<file path="src/rtl/core/rrmt_pkg.sv">
`timescale 1ns / 1ps
// Shared types, codes and defaults for the row run mark table.
// No dependencies; used by rrmt_core and row_run_mark_table.
package rrmt_pkg;

   localparam int DEF_LAST_ROW = 32767;
   localparam int DEF_MAX_RUNS = 64;

   localparam int ROW_W  = 15;   // row fields on the ports
   localparam int WORK_W = 17;   // signed/extended row arithmetic

   typedef enum logic [2:0] {
      OP_SET    = 3'd0,
      OP_GET    = 3'd1,
      OP_ALL    = 3'd2,
      OP_NEXT   = 3'd3,
      OP_END    = 3'd4,
      OP_ONE    = 3'd5,
      OP_ISTART = 3'd6,
      OP_INEXT  = 3'd7
   } op_type;

   typedef enum logic [1:0] {
      ST_OK    = 2'd0,
      ST_FULL  = 2'd1,
      ST_RANGE = 2'd2,
      ST_RSVD  = 2'd3
   } status_type;

   typedef enum logic [4:0] {
      S_INIT, S_IDLE, S_FIND, S_FCMP, S_CUR, S_PREV,
      S_RB_RD, S_RB_DAT, S_RB_FLUSH,
      S_ONE0, S_ONE1, S_ONE2,
      S_IT_RD, S_IT_DAT, S_IT_PRV, S_EMIT
   } state_type;

   typedef struct packed {
      op_type           op;
      logic [ROW_W-1:0] row_a;
      logic [ROW_W-1:0] row_b;
      logic             mark_value;
      logic             direction_up;
   } req_item_type;

   typedef struct packed {
      logic              flag;
      logic [WORK_W-1:0] row_first;
      logic [ROW_W-1:0]  row_second;
      logic              any_marked;
      status_type        status;
   } rsp_item_type;

endpackage

</file>
<file path="src/rtl/core/rrmt_ram.sv">
`timescale 1ns / 1ps
// Generic simple dual-port RAM: one write port, one registered read port.
// No dependencies.
module rrmt_ram #(
   parameter int WIDTH = 16,
   parameter int DEPTH = 128
) (
   input  logic                     clock,
   input  logic                     wr_en,
   input  logic [$clog2(DEPTH)-1:0] wr_addr,
   input  logic [WIDTH-1:0]         wr_data,
   input  logic [$clog2(DEPTH)-1:0] rd_addr,
   output logic [WIDTH-1:0]         rd_data
);

   logic [WIDTH-1:0] mem_ff [DEPTH];
   logic [WIDTH-1:0] rd_data_ff;

   always_ff @(posedge clock) begin
      if (wr_en) begin
         mem_ff[wr_addr] <= wr_data;
      end
      rd_data_ff <= mem_ff[rd_addr];
   end

   assign rd_data = rd_data_ff;

endmodule

</file>
<file path="src/rtl/core/rrmt_core.sv">
`timescale 1ns / 1ps
// Sequencer and shared compare/add datapath of the row run mark table.
// Depends on rrmt_pkg; drives the run list RAM (two banks, ping-pong on rebuild).
module rrmt_core #(
   parameter int LAST_ROW = rrmt_pkg::DEF_LAST_ROW,
   parameter int MAX_RUNS = rrmt_pkg::DEF_MAX_RUNS,
   localparam int IW = $clog2(MAX_RUNS),
   localparam int EW = $clog2(LAST_ROW + 2),
   localparam int AW = IW + 1,
   localparam int DW = EW + 1
) (
   input  logic                  clock,
   input  logic                  reset,
   input  logic                  item_valid,
   output logic                  item_ready,
   input  rrmt_pkg::req_item_type item,
   output logic                  res_valid,
   input  logic                  res_room,
   output rrmt_pkg::rsp_item_type res,
   output logic                  ram_we,
   output logic [AW-1:0]         ram_waddr,
   output logic [DW-1:0]         ram_wdata,
   output logic [AW-1:0]         ram_raddr,
   input  logic [DW-1:0]         ram_rdata
);

   localparam int CW = $clog2(MAX_RUNS + 2);
   localparam int W  = rrmt_pkg::WORK_W;
   localparam logic [W-1:0]  LAST_X = W'(LAST_ROW);
   localparam logic [CW-1:0] MAX_C  = CW'(MAX_RUNS);
   localparam logic [CW-1:0] CNT1   = CW'(1);

   rrmt_pkg::state_type state_ff, state_in;
   rrmt_pkg::op_type    op_ff, op_in;
   rrmt_pkg::rsp_item_type res_ff, res_in;
   logic [W-1:0]  a_ff, a_in, b_ff, b_in, tgt_ff, tgt_in;
   logic          m_ff, m_in, up_ff, up_in;
   logic [CW-1:0] cnt_ff, cnt_in, iter_ff, iter_in;
   logic          bank_ff, bank_in, head_ff, head_in;
   logic [CW-1:0] lo_ff, lo_in, hi_ff, hi_in, keep_ff, keep_in, idx_ff, idx_in;
   logic          keep_mark_ff, keep_mark_in, phase_ff, phase_in, pass_ff, pass_in;
   logic [W-1:0]  cur_end_ff, cur_end_in, prv_end_ff, prv_end_in;
   logic          cur_mark_ff, cur_mark_in;
   logic [CW-1:0] ncnt_ff, ncnt_in;
   logic          pend_v_ff, pend_v_in, pend_mark_ff, pend_mark_in, nhead_ff, nhead_in;
   logic [W-1:0]  pend_end_ff, pend_end_in;

   logic [CW:0]   mid_sum;
   logic [CW-1:0] mid;
   logic [W-1:0]  rd_end, a_x, b_x, start_x;
   logic          rd_mark, a_ok, b_ok;
   logic          em_v, em_mark;
   logic [W-1:0]  em_end;
   logic [CW-1:0] rd_idx;

   assign mid_sum = {1'b0, lo_ff} + {1'b0, hi_ff};
   assign mid     = mid_sum[CW:1];
   assign rd_end  = W'(ram_rdata[EW-1:0]);
   assign rd_mark = ram_rdata[EW];
   assign a_x     = W'(item.row_a);
   assign b_x     = W'(item.row_b);
   assign a_ok    = a_x <= LAST_X;
   assign b_ok    = b_x <= LAST_X;
   assign start_x = (idx_ff == '0) ? '0 : prv_end_ff + W'(1);
   assign ram_raddr = {bank_ff, rd_idx[IW-1:0]};
   assign res = res_ff;

   always_ff @(posedge clock) begin
      if (reset) begin
         state_ff <= rrmt_pkg::S_INIT;
         cnt_ff   <= CNT1;
         iter_ff  <= '0;
         bank_ff  <= 1'b0;
         head_ff  <= 1'b0;
      end else begin
         state_ff <= state_in;
         cnt_ff   <= cnt_in;
         iter_ff  <= iter_in;
         bank_ff  <= bank_in;
         head_ff  <= head_in;
      end
      op_ff <= op_in;  res_ff <= res_in;
      a_ff <= a_in;  b_ff <= b_in;  tgt_ff <= tgt_in;  m_ff <= m_in;  up_ff <= up_in;
      lo_ff <= lo_in;  hi_ff <= hi_in;  keep_ff <= keep_in;  idx_ff <= idx_in;
      keep_mark_ff <= keep_mark_in;  phase_ff <= phase_in;  pass_ff <= pass_in;
      cur_end_ff <= cur_end_in;  prv_end_ff <= prv_end_in;  cur_mark_ff <= cur_mark_in;
      ncnt_ff <= ncnt_in;  pend_v_ff <= pend_v_in;  pend_mark_ff <= pend_mark_in;
      nhead_ff <= nhead_in;  pend_end_ff <= pend_end_in;
   end

   always_comb begin
      state_in = state_ff;  op_in = op_ff;  res_in = res_ff;
      a_in = a_ff;  b_in = b_ff;  tgt_in = tgt_ff;  m_in = m_ff;  up_in = up_ff;
      cnt_in = cnt_ff;  iter_in = iter_ff;  bank_in = bank_ff;  head_in = head_ff;
      lo_in = lo_ff;  hi_in = hi_ff;  keep_in = keep_ff;  idx_in = idx_ff;
      keep_mark_in = keep_mark_ff;  phase_in = phase_ff;  pass_in = pass_ff;
      cur_end_in = cur_end_ff;  prv_end_in = prv_end_ff;  cur_mark_in = cur_mark_ff;
      ncnt_in = ncnt_ff;  pend_v_in = pend_v_ff;  pend_mark_in = pend_mark_ff;
      nhead_in = nhead_ff;  pend_end_in = pend_end_ff;
      item_ready = 1'b0;
      res_valid  = 1'b0;
      ram_we     = 1'b0;
      ram_waddr  = {~bank_ff, pend_idx(ncnt_ff)};
      ram_wdata  = {pend_mark_ff, pend_end_ff[EW-1:0]};
      rd_idx     = idx_ff;
      em_v = 1'b0;  em_end = '0;  em_mark = 1'b0;

      unique case (state_ff)
         rrmt_pkg::S_INIT: begin
            // Seed entry 0 of bank 0: one unmarked run to the last row.
            ram_we    = 1'b1;
            ram_waddr = '0;
            ram_wdata = {1'b0, LAST_X[EW-1:0]};
            state_in  = rrmt_pkg::S_IDLE;
         end
         rrmt_pkg::S_IDLE: begin
            item_ready = 1'b1;
            if (item_valid) begin
               op_in = item.op;  a_in = a_x;  b_in = b_x;
               m_in = item.mark_value;  up_in = item.direction_up;
               res_in = '0;
               tgt_in = a_x;  lo_in = '0;  hi_in = cnt_ff - CNT1;  phase_in = 1'b0;
               unique case (item.op)
                  rrmt_pkg::OP_SET: begin
                     if (!a_ok || !b_ok || a_x > b_x) begin
                        res_in.status = rrmt_pkg::ST_RANGE;
                        state_in = rrmt_pkg::S_EMIT;
                     end else begin
                        idx_in = '0;  pass_in = 1'b0;  ncnt_in = '0;  pend_v_in = 1'b0;
                        state_in = rrmt_pkg::S_RB_RD;
                     end
                  end
                  rrmt_pkg::OP_GET, rrmt_pkg::OP_END, rrmt_pkg::OP_NEXT: begin
                     if (!a_ok) begin
                        res_in.status = rrmt_pkg::ST_RANGE;
                        if (item.op == rrmt_pkg::OP_NEXT) res_in.row_first = a_x;
                        state_in = rrmt_pkg::S_EMIT;
                     end else begin
                        state_in = rrmt_pkg::S_FIND;
                     end
                  end
                  rrmt_pkg::OP_ALL: begin
                     if (!a_ok || !b_ok) begin
                        res_in.status = rrmt_pkg::ST_RANGE;
                        state_in = rrmt_pkg::S_EMIT;
                     end else begin
                        state_in = rrmt_pkg::S_FIND;
                     end
                  end
                  rrmt_pkg::OP_ONE:    state_in = rrmt_pkg::S_ONE0;
                  rrmt_pkg::OP_ISTART: begin
                     iter_in  = '0;
                     state_in = rrmt_pkg::S_EMIT;
                  end
                  rrmt_pkg::OP_INEXT:  state_in = rrmt_pkg::S_IT_RD;
                  default:             state_in = rrmt_pkg::S_EMIT;
               endcase
            end
         end
         rrmt_pkg::S_FIND: begin
            // binary search: each probe reads in S_FIND and compares in S_FCMP
            if (lo_ff < hi_ff) begin
               rd_idx   = mid;
               state_in = rrmt_pkg::S_FCMP;
            end else begin
               rd_idx   = lo_ff;
               state_in = rrmt_pkg::S_CUR;
            end
         end
         rrmt_pkg::S_FCMP: begin
            if (rd_end < tgt_ff) lo_in = mid + CNT1;
            else                 hi_in = mid;
            state_in = rrmt_pkg::S_FIND;
         end
         rrmt_pkg::S_CUR: begin
            cur_end_in  = rd_end;
            cur_mark_in = rd_mark;
            rd_idx      = lo_ff - CNT1;
            state_in    = rrmt_pkg::S_PREV;
         end
         rrmt_pkg::S_PREV: begin
            state_in = rrmt_pkg::S_EMIT;
            unique case (op_ff)
               rrmt_pkg::OP_GET: res_in.flag = cur_mark_ff;
               rrmt_pkg::OP_ALL: begin
                  if (!phase_ff) begin
                     keep_in = lo_ff;  keep_mark_in = cur_mark_ff;  phase_in = 1'b1;
                     tgt_in = b_ff;  lo_in = '0;  hi_in = cnt_ff - CNT1;
                     state_in = rrmt_pkg::S_FIND;
                  end else begin
                     res_in.flag = keep_mark_ff && (keep_ff == lo_ff);
                  end
               end
               rrmt_pkg::OP_NEXT: begin
                  if (cur_mark_ff)     res_in.row_first = a_ff;
                  else if (!up_ff)     res_in.row_first = cur_end_ff + W'(1);
                  else if (lo_ff != '0) res_in.row_first = rd_end;
                  else                 res_in.row_first = '1;
               end
               rrmt_pkg::OP_END: begin
                  if (!up_ff)          res_in.row_first = cur_end_ff;
                  else if (lo_ff != '0) res_in.row_first = rd_end + W'(1);
                  else                 res_in.row_first = '0;
               end
               default: ;
            endcase
         end
         rrmt_pkg::S_RB_RD: begin
            if (idx_ff < cnt_ff) begin
               state_in = rrmt_pkg::S_RB_DAT;
            end else if (!pass_ff) begin
               em_v = 1'b1;  em_end = b_ff;  em_mark = m_ff;
               pass_in = 1'b1;  idx_in = '0;
            end else begin
               state_in = rrmt_pkg::S_RB_FLUSH;
            end
         end
         rrmt_pkg::S_RB_DAT: begin
            if (!pass_ff) begin
               if (start_x < a_ff) begin
                  em_v = 1'b1;  em_mark = rd_mark;
                  em_end = (rd_end > a_ff - W'(1)) ? a_ff - W'(1) : rd_end;
               end
               prv_end_in = rd_end;
            end else if (rd_end > b_ff) begin
               em_v = 1'b1;  em_end = rd_end;  em_mark = rd_mark;
            end
            idx_in   = idx_ff + CNT1;
            state_in = rrmt_pkg::S_RB_RD;
         end
         rrmt_pkg::S_RB_FLUSH: begin
            ram_we = ncnt_ff <= MAX_C;
            if (ncnt_ff > MAX_C) begin
               res_in.status = rrmt_pkg::ST_FULL;
            end else begin
               bank_in = ~bank_ff;  cnt_in = ncnt_ff;  head_in = nhead_ff;
            end
            state_in = rrmt_pkg::S_EMIT;
         end
         rrmt_pkg::S_ONE0: begin
            rd_idx   = '0;
            state_in = rrmt_pkg::S_ONE1;
         end
         rrmt_pkg::S_ONE1: begin
            cur_end_in  = rd_end;
            cur_mark_in = rd_mark;
            rd_idx      = CNT1;
            state_in    = rrmt_pkg::S_ONE2;
         end
         rrmt_pkg::S_ONE2: begin
            if (cnt_ff == CNT1) begin
               if (cur_mark_ff) begin
                  res_in.flag = 1'b1;
                  res_in.row_second = LAST_X[rrmt_pkg::ROW_W-1:0];
               end
            end else if (cnt_ff == CW'(2)) begin
               res_in.flag = 1'b1;
               if (cur_mark_ff) begin
                  res_in.row_second = cur_end_ff[rrmt_pkg::ROW_W-1:0];
               end else begin
                  res_in.row_first  = cur_end_ff + W'(1);
                  res_in.row_second = LAST_X[rrmt_pkg::ROW_W-1:0];
               end
            end else if (cnt_ff == CW'(3) && rd_mark) begin
               res_in.flag       = 1'b1;
               res_in.row_first  = cur_end_ff + W'(1);
               res_in.row_second = rd_end[rrmt_pkg::ROW_W-1:0];
            end
            state_in = rrmt_pkg::S_EMIT;
         end
         rrmt_pkg::S_IT_RD: begin
            rd_idx = iter_ff;
            state_in = (iter_ff < cnt_ff) ? rrmt_pkg::S_IT_DAT : rrmt_pkg::S_EMIT;
         end
         rrmt_pkg::S_IT_DAT: begin
            if (!rd_mark) begin
               iter_in  = iter_ff + CNT1;
               state_in = rrmt_pkg::S_IT_RD;
            end else begin
               cur_end_in = rd_end;
               rd_idx     = iter_ff - CNT1;
               state_in   = rrmt_pkg::S_IT_PRV;
            end
         end
         rrmt_pkg::S_IT_PRV: begin
            res_in.flag       = 1'b1;
            res_in.row_second = cur_end_ff[rrmt_pkg::ROW_W-1:0];
            res_in.row_first  = (iter_ff == '0) ? '0 : rd_end + W'(1);
            iter_in  = iter_ff + CNT1;
            state_in = rrmt_pkg::S_EMIT;
         end
         rrmt_pkg::S_EMIT: begin
            res_valid = res_room;
            if (res_room) state_in = rrmt_pkg::S_IDLE;
         end
         default: state_in = rrmt_pkg::S_IDLE;
      endcase

      // run merge: equal marks extend the pending run, else the pending run is written out
      if (em_v) begin
         if (pend_v_ff && pend_mark_ff == em_mark) begin
            pend_end_in = em_end;
         end else begin
            if (pend_v_ff) ram_we = ncnt_ff <= MAX_C;
            else           nhead_in = em_mark;
            if (ncnt_ff <= MAX_C) ncnt_in = ncnt_ff + CNT1;
            pend_v_in = 1'b1;  pend_end_in = em_end;  pend_mark_in = em_mark;
         end
      end
      // any_marked must reflect the list as it stands when the beat leaves
      if (state_in == rrmt_pkg::S_EMIT) begin
         res_in.any_marked = (cnt_in > CNT1) || head_in;
      end
   end

   function automatic logic [IW-1:0] pend_idx(input logic [CW-1:0] n);
      logic [CW-1:0] k;
      k = n - CNT1;
      return k[IW-1:0];
   endfunction

`ifndef SYNTHESIS
   a_cnt_range: assert property (@(posedge clock) disable iff (reset)
      cnt_ff != '0 && cnt_ff <= MAX_C)
      else $error("run count out of range");
   a_find_order: assert property (@(posedge clock) disable iff (reset)
      state_ff == rrmt_pkg::S_FIND |-> lo_ff <= hi_ff)
      else $error("search bounds crossed");
   a_res_from_emit: assert property (@(posedge clock) disable iff (reset)
      res_valid |-> state_ff == rrmt_pkg::S_EMIT && !item_ready)
      else $error("result outside emit state");
   a_bank_swap: assert property (@(posedge clock) disable iff (reset)
      bank_ff != $past(bank_ff) |-> $past(state_ff) == rrmt_pkg::S_RB_FLUSH)
      else $error("bank swapped outside rebuild");
`endif

endmodule

</file>
<file path="src/rtl/core/row_run_mark_table.sv">
`timescale 1ns / 1ps
// Row run mark table: a mark bit per row 0..LAST_ROW kept as a run list in one
// two-bank RAM, served one operation at a time. Depends on rrmt_pkg, rrmt_core, rrmt_ram.
//
// After reset the block seeds the run list before it takes a beat.
// Each request then runs to completion before the next is taken; every RAM read goes
// through the registered read port. Point queries (get mark, all marked, next marked,
// mark end) binary-search the run list, all marked searches twice; one mark reads
// the first two runs; iter next skips unmarked runs from the iterator position until a
// marked run is found or none is left; set range rebuilds the list into the idle bank.
module row_run_mark_table #(
   parameter int LAST_ROW = rrmt_pkg::DEF_LAST_ROW,
   parameter int MAX_RUNS = rrmt_pkg::DEF_MAX_RUNS
) (
   input  logic        clock,
   input  logic        reset,
   input  logic        req_tvalid,
   output logic        req_tready,
   input  logic [31:0] req_tdata,   // row_a[14:0], row_b[29:15], mark_value[30], direction_up[31]
   input  logic [2:0]  req_tuser,   // op[2:0]
   output logic        rsp_tvalid,
   input  logic        rsp_tready,
   output logic [39:0] rsp_tdata,   // flag[0], row_first[17:1], row_second[32:18],
                                    // any_marked[33], zero[39:34]
   output logic [1:0]  rsp_tuser    // status[1:0]
);

   localparam int IW = $clog2(MAX_RUNS);
   localparam int EW = $clog2(LAST_ROW + 2);
   localparam int AW = IW + 1;
   localparam int DW = EW + 1;

   rrmt_pkg::req_item_type item;
   rrmt_pkg::rsp_item_type res, rsp_ff, rsp_in;
   logic          res_valid, rsp_valid_ff, rsp_valid_in, res_room;
   logic          ram_we;
   logic [AW-1:0] ram_waddr, ram_raddr;
   logic [DW-1:0] ram_wdata, ram_rdata;

   assign item.op           = rrmt_pkg::op_type'(req_tuser);
   assign item.row_a        = req_tdata[14:0];
   assign item.row_b        = req_tdata[29:15];
   assign item.mark_value   = req_tdata[30];
   assign item.direction_up = req_tdata[31];

   assign res_room = !rsp_valid_ff || rsp_tready;

   always_comb begin
      rsp_valid_in = rsp_valid_ff && !rsp_tready;
      rsp_in       = rsp_ff;
      if (res_valid) begin
         rsp_valid_in = 1'b1;
         rsp_in       = res;
      end
   end

   always_ff @(posedge clock) begin
      if (reset) begin
         rsp_valid_ff <= 1'b0;
      end else begin
         rsp_valid_ff <= rsp_valid_in;
      end
      rsp_ff <= rsp_in;
   end

   assign rsp_tvalid = rsp_valid_ff;
   assign rsp_tdata  = {6'd0, rsp_ff.any_marked, rsp_ff.row_second,
                        rsp_ff.row_first, rsp_ff.flag};
   assign rsp_tuser  = rsp_ff.status;

   rrmt_core #(
      .LAST_ROW (LAST_ROW),
      .MAX_RUNS (MAX_RUNS)
   ) u_core (
      .clock      (clock),
      .reset      (reset),
      .item_valid (req_tvalid),
      .item_ready (req_tready),
      .item       (item),
      .res_valid  (res_valid),
      .res_room   (res_room),
      .res        (res),
      .ram_we     (ram_we),
      .ram_waddr  (ram_waddr),
      .ram_wdata  (ram_wdata),
      .ram_raddr  (ram_raddr),
      .ram_rdata  (ram_rdata)
   );

   rrmt_ram #(
      .WIDTH (DW),
      .DEPTH (2 ** AW)
   ) u_runs (
      .clock   (clock),
      .wr_en   (ram_we),
      .wr_addr (ram_waddr),
      .wr_data (ram_wdata),
      .rd_addr (ram_raddr),
      .rd_data (ram_rdata)
   );

endmodule

</file>
<file path="config.mk">
export PLATFORM = sky130hd
export DESIGN_NAME = row_run_mark_table
export DESIGN_NICKNAME = d
export VERILOG_FILES = /design/src/rtl/core/rrmt_pkg.sv /design/src/rtl/core/rrmt_ram.sv /design/src/rtl/core/rrmt_core.sv /design/src/rtl/core/row_run_mark_table.sv
export SDC_FILE = /design/constraint.sdc
export NUM_CORES = 2
export LEC_CHECK = 0
export BUFFER_PORTS_ARGS = -buffer_cell sky130_fd_sc_hd__buf_4
export CORE_MARGIN = 5
export CORE_UTILIZATION = 52
export CTS_BUF_LIST = sky130_fd_sc_hd__clkbuf_8
export CTS_CLUSTER_DIAMETER = 50
export CTS_CLUSTER_SIZE = 40
export DETAILED_ROUTE_END_ITERATION = 6
export PLACE_DENSITY = 0.68
export SETUP_SLACK_MARGIN = 0.1
export SYNTH_ARGS = -nofsm -noshare
export SYNTH_HDL_FRONTEND = slang
export SYNTH_HIERARCHICAL = 1
export SYNTH_SLANG_ARGS = --single-unit
</file>
<file path="constraint.sdc">
create_clock -name clock -period 16.7 [get_ports clock]
set_clock_uncertainty 0.1 [all_clocks]
set_input_delay 0.835 -clock clock [delete_from_list [all_inputs] [get_ports clock]]
set_output_delay 0.835 -clock clock [all_outputs]
set_load 0.01 [all_outputs]
</file>
==> impl_metrics.yaml <==
worst_setup_path:
  required_ns: 17.50
  end_kind: "flop"
  r2r_end: "u_runs/rd_data[7]$_DFF_P_"
  rrSetupSlack_ns: 9.39
  worstRegToRegCells: 16
  path_common_cell: "buf_4"
  arrival_ns: 8.11
  cpPeakStageDelay_ns: 0.88
  timing.rr.start: "u_core/lo_ff[1]$_SDFFCE_PN0P_"
  slowest_stage: "o2111ai_4"
  crit_type: "reg2reg"
  crit_chain: "ha_1 > a21o_1 > a21o_1 > a21oi_1 > o31ai_1 > a21oi_1 > buf_4 > nand2_1 > o2111ai_4 > buf_4 > buf_4 > buf_4 > mux4_2 > mux4_2 > mux4_2 > mux2_2"
  start_kind: "flop"
  critPathMaxFanout: 59
route:
  routedWlPerCell_um: 31.20
  remaining_drc_errors: 0
  wirelength_um: 240300
  final_antenna_net_count: 0
  vias_per_cell: 6.413
  drt_first_pass_iters: 7
  num_vias: 49385
  drtIter0Drc: 6348
global_route:
  grt_pass1_vias: 48399
  grt_pass1_wl_um: 347800
  grt_max_degree: 126
  overflow: 0
  antenna_found_initial: 21
  groute.usage.overall: 0.2432
logic_synthesis:
  netlist_instances: 4788
  ys_ff_latch: 2427
  synth.most_common_cell: "edfxtp_1"
  yosysUniqueCellTypes: 80
  synth.area.top_cells: "edfxtp_1 73%, mux4_2 16%, ha_1 1.5%"
  synth_area_mm2: 0.09819
  yosysSeqAreaShare: 0.7374
  synthArstFlopShare: 0
  yosys_warnings: 6
  synth_edf_count: 2380
  yosys.area.top_type_share: 0.7278
  synth_top_area_cell: "edfxtp_1"
  synth_common_cells: "2380 x edfxtp_1, 714 x mux4_2, 242 x nor2_1"
  synth-main-ff-cell: "edfxtp_1"
  synth.avg_cell_area_um2: 20.51
cells_and_area:
  drive_gt1_frac: 0.2771
  syn2layout_area_growth_pct: 9.710
  layout.nets: 5189
  final_cells: 7701
  fill_cells: 13634
die:
  die_area_mm2: 0.1976
  rows: 159
  core-area_mm2: 0.1878
  die_h_um: 444.6
  start_util: 0.5229
  io_pins: 83
  die_width_um: 444.6
sta:
  worst_pin_slew_ns: 1.277
  finalHoldViolations: 0
  post-route-min-period_ns: 7.315
  finalMaxSlewViolations: 0
  rsz0062_at_grt: "false"
  setup_viol: 0
  fmax_ghz: 0.1367
  finalSetupTns_ns: 0
  final.period_utilization: 0.4380
  maxSlewHeadroom: 0.1422
worst_hold_path:
  hp-class: "reg2reg"
  min_to: "rsp_tdata[12]$_DFFE_PP_"
  hold_path_depth: 0
  hold_start: "u_core/res[29]$_DFFE_PP_"
flow_run:
  drv_cap: 0
clock_tree:
  ctsHtreeMaxLevel: 4
  post_cts_buffers: 0
  cts_max_path_buffers: 3
  cts_sinks: 2427
  root_buffer: "clkbuf_8"
  cts_tree: "done"
  clk_latency_ns: 1.01
  cts_hold_buf: 37
  cts_resized: 0
  clk_pin_slew_worst_paths_ns: 0.12
  numCtsBuffers: 182
power:
  leakagePower_nw: 32.87
  peakVddDrop_v: 0.00005978
  power_density_mw_per_mm2: 98.85
place:
  hpwlAfterDp_um: 143600
  place_inst: 7306
  port-buffer-count: 76
  routabilityCongestion: 0.8902
outcome:
  status: "completed"
==> routing by layer <==
metal | share of wire | global-route usage | vias up
li1 | - | - | 20266
met1 | 0.40 | 0.3592 | 26175
met2 | 0.48 | 0.3796 | 2572
met3 | 0.094 | 0.04257 | 372
met4 | 0.029 | 0.07165 | 0
met5 | 0 | 0 | -
==> area by class of cell <==
type                    count  area (um2)  area share
flip-flops and latches   2427       72410      0.6722
multi-input cells        2001       24700      0.2293
well taps                2495        3122     0.02898
clock buffers             187        2574     0.02389
repair buffers            300        2382     0.02211
clock inverters           159        2059     0.01912
inverters                 120       450.4    0.004181
diodes                     12       30.03   0.0002787
==> registers in the layout, indices dropped and copies added (netlist names), 16 cells and up <==
signal and cells:
rsp_tdata 34, u_core/cur_end_ff 16, u_core/pend_end_ff 16, u_core/prv_end_ff 16
u_core/res 36, u_runs/mem_ff 2176, u_runs/rd_data 17
==> worst max path at each step <==
stage | slack (ns) | to | from
floorplan | 10.62 | u_runs/mem_ff[102][0]$_DFFE_PP_ | u_core/idx_ff[0]$_SDFFCE_PP0P_
global placement | 9.36 | u_runs/rd_data[3]$_DFF_P_ | u_core/lo_ff[1]$_SDFFCE_PN0P_
detailed placement | 9.36 | u_runs/rd_data[3]$_DFF_P_ | u_core/lo_ff[1]$_SDFFCE_PN0P_
CTS | 9.33 | u_runs/rd_data[3]$_DFF_P_ | u_core/lo_ff[1]$_SDFFCE_PN0P_
global route | 9.02 | u_runs/rd_data[3]$_DFF_P_ | u_core/lo_ff[1]$_SDFFCE_PN0P_
finish | 9.39 | u_runs/rd_data[7]$_DFF_P_ | u_core/lo_ff[1]$_SDFFCE_PN0P_
==> kinds of logic after synthesis <==
group	synth area share
DFF	0.7374
muxes	0.1665
and+or+nand+nor	0.03243
AOI/OAI and AO/OA	0.02477
buffers and inverters	0.01510
adders and majority gates	0.01511
xor gates and xnor gates	0.008563
other	0.00007648
==> metrics by stage <==
| stage | cell area (um2) | power [mW] | hold WS (ns) | setup WS (ns) | utilization |
|---|---|---|---|---|---|
| floorplan | 98210 | 6.970 | 0.3003 | 10.62 | - |
| global placement | 102700 | 7.099 | 0.3026 | 9.358 | 0.5468 |
| detailed placement | 102700 | 7.104 | 0.3045 | 9.357 | 0.5468 |
| CTS | 107700 | 10.72 | 0.2044 | 9.329 | 0.5735 |
| global route | 107700 | 11.00 | 0.2898 | 9.021 | 0.5735 |
| finish | 107700 | 10.65 | 0.3149 | 9.385 | 0.5736 |
==> critical path, delay by kind of cell (launching register included) <==
kind            cells  cell delay, ns
buf+inv             4            2.61
mux                 4            1.74
compound gates      6            1.64
flops               1            0.54
fa+ha+maj           1            0.36
simple gates        1            0.11
==> report_power, final <==
group	internal [mW]	leakage, nW	switching (mW)
clock network	1.37	2.33	2.30
logic	0.108	9.27	0.209
registers	6.64	21.3	0.0222
==> cells in the final DEF, fill, tap and decap left out, drive strengths merged, types with 9 or more instances in the layout <==
| cell | count |
|---|---|
| a22o | 9 |
| nor2 | 244 |
| ha | 117 |
| nor2b | 18 |
| clkbuf | 187 |
| and2 | 12 |
| a221oi | 11 |
| nand4 | 20 |
| o21a | 12 |
| o21ai | 91 |
| o2bb2ai | 9 |
| dfxtp | 47 |
| o22ai | 16 |
| nand2b | 37 |
| nor3 | 46 |
| a21o | 27 |
| nand2 | 159 |
| a22oi | 9 |
| or3 | 11 |
| buf | 263 |
| diode | 12 |
| o211ai | 20 |
| o221ai | 23 |
| xor2 | 31 |
| mux4 | 714 |
| a21oi | 82 |
| mux2 | 22 |
| inv | 206 |
| dlygate4sd3 | 37 |
| nand3 | 67 |
| edfxtp | 2380 |
| clkinv | 60 |
| xnor2 | 65 |
| a211oi | 10 |
| and3 | 23 |
(Power assumes the default switching activity.)
